`src/rtl/core/icsf_pkg.sv`:
```
// Shared types and constants of the isolated cell smoothing filter.
// No dependencies; every other file of the block but icsf_store uses this package.
package icsf_pkg;

  // default geometry and height width
  localparam int unsigned MAX_WIDTH_DEF   = 64;
  localparam int unsigned MAX_HEIGHT_DEF  = 64;
  localparam int unsigned HEIGHT_BITS_DEF = 8;

  // fixed field widths
  localparam int unsigned OPCODE_BITS = 2;
  localparam int unsigned COORD_BITS  = 6;
  localparam int unsigned COORD_RANGE = 1 << COORD_BITS;
  localparam int unsigned WHEIGHT_BITS = 8;
  localparam int unsigned RHEIGHT_BITS = 8;
  localparam int unsigned CFG_BITS    = 7;
  localparam int unsigned CFG_IDX_BITS = 1;

  // operation codes
  localparam logic [OPCODE_BITS-1:0] OP_WRITE  = 2'd0;
  localparam logic [OPCODE_BITS-1:0] OP_SMOOTH = 2'd1;
  localparam logic [OPCODE_BITS-1:0] OP_READ   = 2'd2;

  // register indexes
  localparam logic [CFG_IDX_BITS-1:0] CFG_MAP_WIDTH  = 1'b0;
  localparam logic [CFG_IDX_BITS-1:0] CFG_MAP_HEIGHT = 1'b1;
  localparam logic [CFG_BITS-1:0]     CFG_SIZE_RESET = 7'd64;

  // finished item, from the sequencer to the output register
  typedef struct packed {
    logic                    valid;
    logic [RHEIGHT_BITS-1:0] read_height;
  } rsp_t;

endpackage

```
`src/rtl/core/icsf_if.sv`:
```
// Request and response channel interfaces of the smoothing filter.
// Depends on icsf_pkg for the field widths.
interface icsf_req_if;
  logic                                valid;
  logic                                ready;
  logic [icsf_pkg::OPCODE_BITS-1:0]    opcode;
  logic [icsf_pkg::COORD_BITS-1:0]     column;
  logic [icsf_pkg::COORD_BITS-1:0]     row;
  logic [icsf_pkg::WHEIGHT_BITS-1:0]   write_height;

  modport source (output valid, opcode, column, row, write_height, input ready);
  modport sink   (input valid, opcode, column, row, write_height, output ready);
endinterface


```
`src/rtl/core/icsf_seq.sv`:
```
// Request sequencer: tile read/write and the in-place smoothing scan.
// Depends on icsf_pkg and icsf_req_if; drives the ports of icsf_store.
module icsf_seq #(
  parameter int unsigned MAX_WIDTH   = icsf_pkg::MAX_WIDTH_DEF,
  parameter int unsigned MAX_HEIGHT  = icsf_pkg::MAX_HEIGHT_DEF,
  parameter int unsigned HEIGHT_BITS = icsf_pkg::HEIGHT_BITS_DEF,
  parameter int unsigned ColBits     = $clog2(MAX_WIDTH),
  parameter int unsigned RowBits     = $clog2(MAX_HEIGHT)
) (
  input  logic                                clk_i,
  input  logic                                rst_ni,
  icsf_req_if.sink                            req,
  input  logic [icsf_pkg::CFG_BITS-1:0]       map_width_i,
  input  logic [icsf_pkg::CFG_BITS-1:0]       map_height_i,
  input  logic                                slot_free_i,
  output icsf_pkg::rsp_t                      rsp_o,
  output logic                                we_o,
  output logic [RowBits+ColBits-1:0]          waddr_o,
  output logic [HEIGHT_BITS-1:0]              wdata_o,
  output logic                                re_o,
  output logic [RowBits+ColBits-1:0]          raddr_o,
  input  logic [HEIGHT_BITS-1:0]              rdata_i
);
  import icsf_pkg::*;

  localparam int unsigned AddrBits = RowBits + ColBits;
  localparam int unsigned CmpBits  = 10;
  localparam logic [2:0]  PH_SELF  = 3'd0;
  localparam logic [2:0]  PH_LEFT  = 3'd1;
  localparam logic [2:0]  PH_RIGHT = 3'd2;
  localparam logic [2:0]  PH_UP    = 3'd3;
  localparam logic [2:0]  PH_DOWN  = 3'd4;
  localparam logic [2:0]  PH_EVAL  = 3'd5;

  typedef enum logic [2:0] {
    ST_IDLE = 3'b001,
    ST_SCAN = 3'b010,
    ST_RESP = 3'b100
  } state_e;

  state_e state_q, state_d;
  logic [2:0]           phase_q, phase_d;
  logic [ColBits-1:0]   x_q, x_d;
  logic [RowBits-1:0]   y_q, y_d;
  logic [OPCODE_BITS-1:0] op_q, op_d;
  logic [HEIGHT_BITS-1:0] self_q, left_q, right_q, up_q;

  // input coordinate wrap onto the physical store
  logic [ColBits-1:0] col_tab [COORD_RANGE];
  logic [RowBits-1:0] row_tab [COORD_RANGE];
  for (genvar k = 0; k < COORD_RANGE; k++) begin : g_wrap
    assign col_tab[k] = ColBits'(k % MAX_WIDTH);
    assign row_tab[k] = RowBits'(k % MAX_HEIGHT);
  end

  logic [AddrBits-1:0] req_addr;
  assign req_addr = {row_tab[req.row], col_tab[req.column]};

  // last column and row in use, sizes clamped to 1..MAX
  logic [CmpBits-1:0] wv, hv;
  logic [ColBits-1:0] last_col;
  logic [RowBits-1:0] last_row;
  always_comb begin
    wv = CmpBits'(map_width_i);
    hv = CmpBits'(map_height_i);
    if (wv == '0) begin
      last_col = '0;
    end else if (wv > CmpBits'(MAX_WIDTH)) begin
      last_col = ColBits'(MAX_WIDTH - 1);
    end else begin
      last_col = ColBits'(wv - CmpBits'(1));
    end
    if (hv == '0) begin
      last_row = '0;
    end else if (hv > CmpBits'(MAX_HEIGHT)) begin
      last_row = RowBits'(MAX_HEIGHT - 1);
    end else begin
      last_row = RowBits'(hv - CmpBits'(1));
    end
  end

  // torus neighbors of the scan position
  logic [ColBits-1:0] x_left, x_right;
  logic [RowBits-1:0] y_up, y_down;
  assign x_left  = (x_q == '0) ? last_col : x_q - ColBits'(1);
  assign x_right = (x_q == last_col) ? '0 : x_q + ColBits'(1);
  assign y_up    = (y_q == '0) ? last_row : y_q - RowBits'(1);
  assign y_down  = (y_q == last_row) ? '0 : y_q + RowBits'(1);

  logic accept;
  logic isolated;
  assign req.ready = (state_q == ST_IDLE);
  assign accept    = req.valid && req.ready;
  // down value arrives in the eval phase; all four must differ
  assign isolated  = (left_q != self_q) && (right_q != self_q) &&
                     (up_q != self_q) && (rdata_i != self_q);

  always_comb begin
    state_d = state_q;
    phase_d = phase_q;
    x_d     = x_q;
    y_d     = y_q;
    op_d    = op_q;
    we_o    = 1'b0;
    waddr_o = req_addr;
    wdata_o = HEIGHT_BITS'(req.write_height);
    re_o    = 1'b0;
    raddr_o = req_addr;
    rsp_o   = '0;
    case (state_q)
      ST_IDLE: begin
        if (accept) begin
          op_d = req.opcode;
          we_o = (req.opcode == OP_WRITE);
          re_o = (req.opcode == OP_READ);
          if (req.opcode == OP_SMOOTH) begin
            state_d = ST_SCAN;
            phase_d = PH_SELF;
            x_d     = '0;
            y_d     = '0;
          end else begin
            state_d = ST_RESP;
          end
        end
      end
      ST_SCAN: begin
        case (phase_q)
          PH_SELF:  raddr_o = {y_q, x_q};
          PH_LEFT:  raddr_o = {y_q, x_left};
          PH_RIGHT: raddr_o = {y_q, x_right};
          PH_UP:    raddr_o = {y_up, x_q};
          PH_DOWN:  raddr_o = {y_down, x_q};
          default:  raddr_o = {y_q, x_q};
        endcase
        if (phase_q == PH_EVAL) begin
          we_o    = isolated;
          waddr_o = {y_q, x_q};
          wdata_o = rdata_i;
          phase_d = PH_SELF;
          if (x_q == last_col) begin
            x_d = '0;
            if (y_q == last_row) begin
              y_d     = '0;
              state_d = ST_RESP;
            end else begin
              y_d = y_q + RowBits'(1);
            end
          end else begin
            x_d = x_q + ColBits'(1);
          end
        end else begin
          re_o    = 1'b1;
          phase_d = phase_q + 3'd1;
        end
      end
      ST_RESP: begin
        if (slot_free_i) begin
          rsp_o.valid       = 1'b1;
          rsp_o.read_height = (op_q == OP_READ) ? RHEIGHT_BITS'(rdata_i) : '0;
          state_d           = ST_IDLE;
        end
      end
      default: state_d = ST_IDLE;
    endcase
  end

  always_ff @(posedge clk_i or negedge rst_ni) begin
    if (!rst_ni) begin
      state_q <= ST_IDLE;
      phase_q <= PH_SELF;
      x_q     <= '0;
      y_q     <= '0;
      op_q    <= OP_WRITE;
    end else begin
      state_q <= state_d;
      phase_q <= phase_d;
      x_q     <= x_d;
      y_q     <= y_d;
      op_q    <= op_d;
    end
  end

  // capture the neighborhood as read data returns
  always_ff @(posedge clk_i) begin
    if (state_q == ST_SCAN) begin
      case (phase_q)
        PH_LEFT:  self_q  <= rdata_i;
        PH_RIGHT: left_q  <= rdata_i;
        PH_UP:    right_q <= rdata_i;
        PH_DOWN:  up_q    <= rdata_i;
        default:  ;
      endcase
    end
  end

endmodule

```
`src/flat_wrapper.sv`:
```
// flat-port wrapper written by rule: the top's interface ports become plain ports
module icsf_seq_flat import icsf_pkg::*;
#(
  parameter int unsigned MAX_WIDTH   = icsf_pkg::MAX_WIDTH_DEF,
  parameter int unsigned MAX_HEIGHT  = icsf_pkg::MAX_HEIGHT_DEF,
  parameter int unsigned HEIGHT_BITS = icsf_pkg::HEIGHT_BITS_DEF,
  parameter int unsigned ColBits     = $clog2(MAX_WIDTH),
  parameter int unsigned RowBits     = $clog2(MAX_HEIGHT)
)
  (clk_i, rst_ni, map_width_i, map_height_i, slot_free_i, rsp_o, we_o, waddr_o, wdata_o, re_o, raddr_o, rdata_i, req_valid, req_opcode, req_column, req_row, req_write_height, req_ready);
  icsf_req_if req_i ();
  input  logic clk_i;
  input  logic rst_ni;
  input  logic [icsf_pkg::CFG_BITS-1:0] map_width_i;
  input  logic [icsf_pkg::CFG_BITS-1:0] map_height_i;
  input  logic slot_free_i;
  output icsf_pkg::rsp_t rsp_o;
  output logic we_o;
  output logic [RowBits+ColBits-1:0] waddr_o;
  output logic [HEIGHT_BITS-1:0] wdata_o;
  output logic re_o;
  output logic [RowBits+ColBits-1:0] raddr_o;
  input  logic [HEIGHT_BITS-1:0] rdata_i;
  input wire logic [$bits(req_i.valid)-1:0] req_valid;
  input wire logic [$bits(req_i.opcode)-1:0] req_opcode;
  input wire logic [$bits(req_i.column)-1:0] req_column;
  input wire logic [$bits(req_i.row)-1:0] req_row;
  input wire logic [$bits(req_i.write_height)-1:0] req_write_height;
  output wire logic [$bits(req_i.ready)-1:0] req_ready;
  assign req_i.valid = req_valid;
  assign req_i.opcode = req_opcode;
  assign req_i.column = req_column;
  assign req_i.row = req_row;
  assign req_i.write_height = req_write_height;
  assign req_ready = req_i.ready;
  icsf_seq #(.MAX_WIDTH(MAX_WIDTH), .MAX_HEIGHT(MAX_HEIGHT), .HEIGHT_BITS(HEIGHT_BITS), .ColBits(ColBits), .RowBits(RowBits)) u_core (.clk_i(clk_i), .rst_ni(rst_ni), .req(req_i), .map_width_i(map_width_i), .map_height_i(map_height_i), .slot_free_i(slot_free_i), .rsp_o(rsp_o), .we_o(we_o), .waddr_o(waddr_o), .wdata_o(wdata_o), .re_o(re_o), .raddr_o(raddr_o), .rdata_i(rdata_i));
endmodule
```
`config.mk`:
```
export PLATFORM = sky130hd
export DESIGN_NAME = icsf_seq_flat
export DESIGN_NICKNAME = d
export VERILOG_FILES = /design/src/rtl/core/icsf_pkg.sv /design/src/rtl/core/icsf_if.sv /design/src/rtl/core/icsf_seq.sv /design/src/flat_wrapper.sv
export SDC_FILE = /design/constraint.sdc
export NUM_CORES = 1
export LEC_CHECK = 0
export BUFFER_PORTS_ARGS = -buffer_cell sky130_fd_sc_hd__buf_2
export CAP_MARGIN = 10
export CORE_ASPECT_RATIO = 0.6
export CORE_UTILIZATION = 55
export DETAILED_ROUTE_END_ITERATION = 10
export HOLD_SLACK_MARGIN = 0.05
export PLACE_DENSITY = 0.8
export SYNTH_ARGS = -nofsm -noshare
export SYNTH_HDL_FRONTEND = slang
export SYNTH_SLANG_ARGS = --single-unit
```
`constraint.sdc`:
```
create_clock -name clk_i -period 3.35 [get_ports clk_i]
set_input_delay 0.335 -clock clk_i [delete_from_list [all_inputs] [get_ports clk_i]]
set_output_delay 0.335 -clock clk_i [all_outputs]
set_load 0.1 [all_outputs]
```
==> out/summary.md <==
* 0 — Setup Viol. Count Final
* 3.33% — adder and majority gate portion of the synthesized area
* 96.2% — Tcrit/Tclk final
* 2 — maximum level of the CTS H-tree
* 19.0 µm — routed length per instance
* 92 — top-level I/O count
* 10300 µm — total half-perimeter wirelength after legalization and detailed placement
* 0 — antenna violations before repair
* 2.65 mW — Tot Pwr
* 472 mW/mm² — ratio of total power to cell area
* 670 — count of nets after finishing
* 70 ps — clock-pin slew on the worst setup and hold paths
* sky130_fd_sc_hd__clkbuf_16 — Clock Tree Root
* 1.21% — mux contribution to synthesized area
* 10.6% — XOR/XNOR share of the synthesized area
* 13600 µm — total wire length
* 52 — flops & latches, synth
* 3010 ps — critical path data required time
* sky130_fd_sc_hd__edfxtp_1 — Primary FF master, synth
* 3220 ps — Tmin final
* 40.7% — Slew headroom
* 310 MHz — highest clock rate
* 33.6% — sequential cell area fraction in the yosys report
* output port — endpoint kind of the worst setup timing path
* 38.5% — Async SR Flop Fraction
* 0 — number of max-capacitance violations reported
* 1 — depth of the worst hold-timing path
* input pin — critical path launch point type
* 0 — Max Slew Vio Count
* 25.4% — simple-gate area share of the yosys netlist
* 24 — pin count of the biggest net entering global routing
* 2.24 nW — leakage power
* 24 — number of rows in the core area
* 0 — final hold viol count
* 22.1% — fraction of synthesized cell area taken by the top area cell type
* 91 — Port-buffer cells
* in -> out — critical path start-end classification
* buf_2, inv_1, ha_1, nor3b_4, nor4b_1, a31oi_1, o311ai_0, o221ai_1, a211o_1, nor3b_1, o22a_1, buf_12 — cells along the critical path
* 0 — Antenna Violating Nets Remaining
* 627 — Detailed Route Iter0 Violations
* 887 ps — slew at the pin closest to its max-slew limit
* 58.5% — Initial Util
* 5 — Num CTS Buffers
* false — RSZ-0062 raised after global routing
* 706 — placed cell count
* 717 — post-layout instance count excluding filler cells
* in -> reg — worst min-delay path category
* 4216 — vias in the first global route
* 21.0% — Synth Area in Compound Gates
* 29.1% — area added between synthesis and finish
* 6 — largest fanout of any net on the critical path
* 8.22 µm² — mean cell area of the mapped netlist
* 117 µm — horizontal die dimension
* 32 — number of enable flip-flop cells after synthesis
* 21500 µm — global-route wire length before repair
* 75.5% — fin util
* 52 — clock sink count
* 34.2% — Total Routing Usage GR
* compound AO/OA/AOI/OAI gates — cell class contributing the biggest share of worst-path delay
* 2 — number of buffers between clock root and the deepest sink
* 0.00745 mm² — Placeable Area
* 0 — YS warnings
* 66 — number of distinct library cell variants in the gate-level netlist after synthesis
* 530 — count of mapped cells out of synthesis
* 4585 — total via count after detailed routing
* sky130_fd_sc_hd__edfxtp_1 — Yosys top cell by area
* 290 ps — Worst-Skew Late Latency
* 0 — Remaining DRCs
* done — TritonCTS clock tree
* 0 ps — Setup TNS Final
* finished, final reports clean — outcome
* 70.9 µm — die outline height
* sky130_fd_sc_hd__edfxtp_1, sky130_fd_sc_hd__dfrtp_1, sky130_fd_sc_hd__xnor2_1 — largest cells by area after synthesis
* simple AND/OR/NAND/NOR gates — combinational family with the most area after synthesis
* 3.69 ps — clock skew after layout
* 2890 ps — Worst Path Arrival
* 23.7% — layout cell share with drive strength beyond 1
* 588 — post-synth net total
* 0.00436 mm² — Cell Area, Synth
* 3 — number of buffers and inverters on the critical path
* 12 — number of logic stages on the critical path including buffering
* sky130_fd_sc_hd__nor3b_1 — slowest CP cell
* 9 — Worst Reg-to-Reg Cells
* 6.39 — via density per instance
* 527 — Filler cells
* 0.966 — global placer's final weighted congestion
* 0.614 mV — largest voltage drop on the vdd net
* 0.00829 mm² — floorplan die area
* 0 — Diodes inserted
* 0 — overflow left after global routing
* 380 ps — critical path's largest stage delay
* 315 ps — hold_ws
* 5 — Detailed Routing Iterations Pass 1
per-layer routing:
| layer | track usage, % | share of wire [%] | vias up |
|---|---|---|---|
| met5 | 0 | 0 | - |
| met4 | 8.02 | 1.5 | 0 |
| met3 | 6.60 | 12 | 29 |
| met2 | 49.1 | 43 | 281 |
| met1 | 52.9 | 44 | 2181 |
| li1 | - | - | 2094 |
cell type report:
| cell class | count | area, µm² | share of cell area, % |
|---|---|---|---|
| clock inverters | 2 | 12.5 | 0.223 |
| repair buffers | 110 | 991 | 17.6 |
| multi-input cells | 427 | 2840 | 50.5 |
| inverters | 16 | 60.1 | 1.07 |
| well taps | 104 | 130 | 2.31 |
| clock buffers | 6 | 129 | 2.29 |
| flip-flops and latches | 52 | 1460 | 26.0 |
Yosys cell counts (7+ instances only):
master	number
sky130_fd_sc_hd__ha_1	10
sky130_fd_sc_hd__nand2_1	69
sky130_fd_sc_hd__a31oi_1	17
sky130_fd_sc_hd__xor2_1	16
sky130_fd_sc_hd__inv_1	16
sky130_fd_sc_hd__dfrtp_1	19
sky130_fd_sc_hd__nor3b_1	7
sky130_fd_sc_hd__clkbuf_1	26
sky130_fd_sc_hd__nand3_1	27
sky130_fd_sc_hd__nor3_1	11
sky130_fd_sc_hd__nand2b_1	8
sky130_fd_sc_hd__nor2_1	42
sky130_fd_sc_hd__edfxtp_1	32
sky130_fd_sc_hd__and2_1	15
sky130_fd_sc_hd__nand4_1	7
sky130_fd_sc_hd__xnor2_1	35
sky130_fd_sc_hd__a21oi_1	31
sky130_fd_sc_hd__o21ai_0	34
worst paths after layout:
check	start	end	slack, ps
min in group asynchronous	rst_ni	u_core.state_q[2]	530
hold reg to reg	u_core.op_q[0]	u_core.op_q[0]	530
setup / recovery	map_height_i[0]	raddr_o[11]	130
hold / removal	rdata_i[2]	u_core.self_q[2]	310
setup reg to reg	u_core.y_q[1]	u_core.state_q[1]	740
max in group asynchronous	rst_ni	u_core.state_q[0]	2480
worst reg2reg max path, cell delays in order (launching register included):
cell,delay [ps]
sky130_fd_sc_hd__dfrtp_1,620
sky130_fd_sc_hd__nand2_1,210
sky130_fd_sc_hd__nor4b_1,310
sky130_fd_sc_hd__a31oi_1,100
sky130_fd_sc_hd__o311ai_0,140
sky130_fd_sc_hd__o221ai_1,200
sky130_fd_sc_hd__a211o_1,280
sky130_fd_sc_hd__buf_4,200
sky130_fd_sc_hd__nor3_1,250
sky130_fd_sc_hd__o21ai_0,150
cells by family after synthesis:
logic type               count (synthesis)
XOR/XNOR                                52
AO/OA/AOI/OAI                          138
flip-flops                              52
buffers and inverters                   51
AND/OR/NAND/NOR                        220
multiplexers                             5
adder cells (fa/ha/maj)                 12
placed cells by master, fill, tap and decap left out, types with 6 or more instances in the layout:
cell type                  count
sky130_fd_sc_hd__o21ai_0      34
sky130_fd_sc_hd__nand2_1      69
sky130_fd_sc_hd__buf_12       26
sky130_fd_sc_hd__nand3_1      27
sky130_fd_sc_hd__nand2b_1      8
sky130_fd_sc_hd__xor2_1       16
sky130_fd_sc_hd__nor3_1       11
sky130_fd_sc_hd__o211ai_1      6
sky130_fd_sc_hd__buf_4        18
sky130_fd_sc_hd__and2_1       15
sky130_fd_sc_hd__nor2b_1       6
sky130_fd_sc_hd__nor2_1       40
sky130_fd_sc_hd__xnor2_1      35
sky130_fd_sc_hd__buf_2        65
sky130_fd_sc_hd__edfxtp_1     32
sky130_fd_sc_hd__nand4_1       7
sky130_fd_sc_hd__a21oi_1      26
sky130_fd_sc_hd__dfrtp_1      19
sky130_fd_sc_hd__ha_1         10
sky130_fd_sc_hd__a31oi_1      13
sky130_fd_sc_hd__inv_1        16
per-stage QoR:
| step | setup slack (ps) | instance area, µm² |
|---|---|---|
| floorplan | -522 | 4510 |
| global placement | 281 | 5450 |
| detailed placement | 144 | 5450 |
| CTS | 137 | 5600 |
| global route | 1.53 | 5620 |
| finish | 127 | 5620 |
timing repair:
action,CTS,global route
resized for setup,0,1
buffers inserted,0,2
setup endpoints to repair,0,5
hold endpoints to repair,19,0
hold buffers,1,0
registers in the layout (all words and copies together), names as in the netlist:
signal          flops
u_core.up_q         8
u_core.phase_q      3
u_core.right_q      8
u_core.left_q       8
u_core.state_q      3
u_core.x_q          6
u_core.self_q       8
u_core.y_q          6
u_core.op_q         2
power breakdown:
group	internal [mW]	switching [mW]	leakage (nW)
clock network	0.276	0.223	0.0669
logic	0.435	0.862	1.62
registers	0.743	0.116	0.555
total	1.45	1.20	2.24
Power figures use the tool's default switching activity.
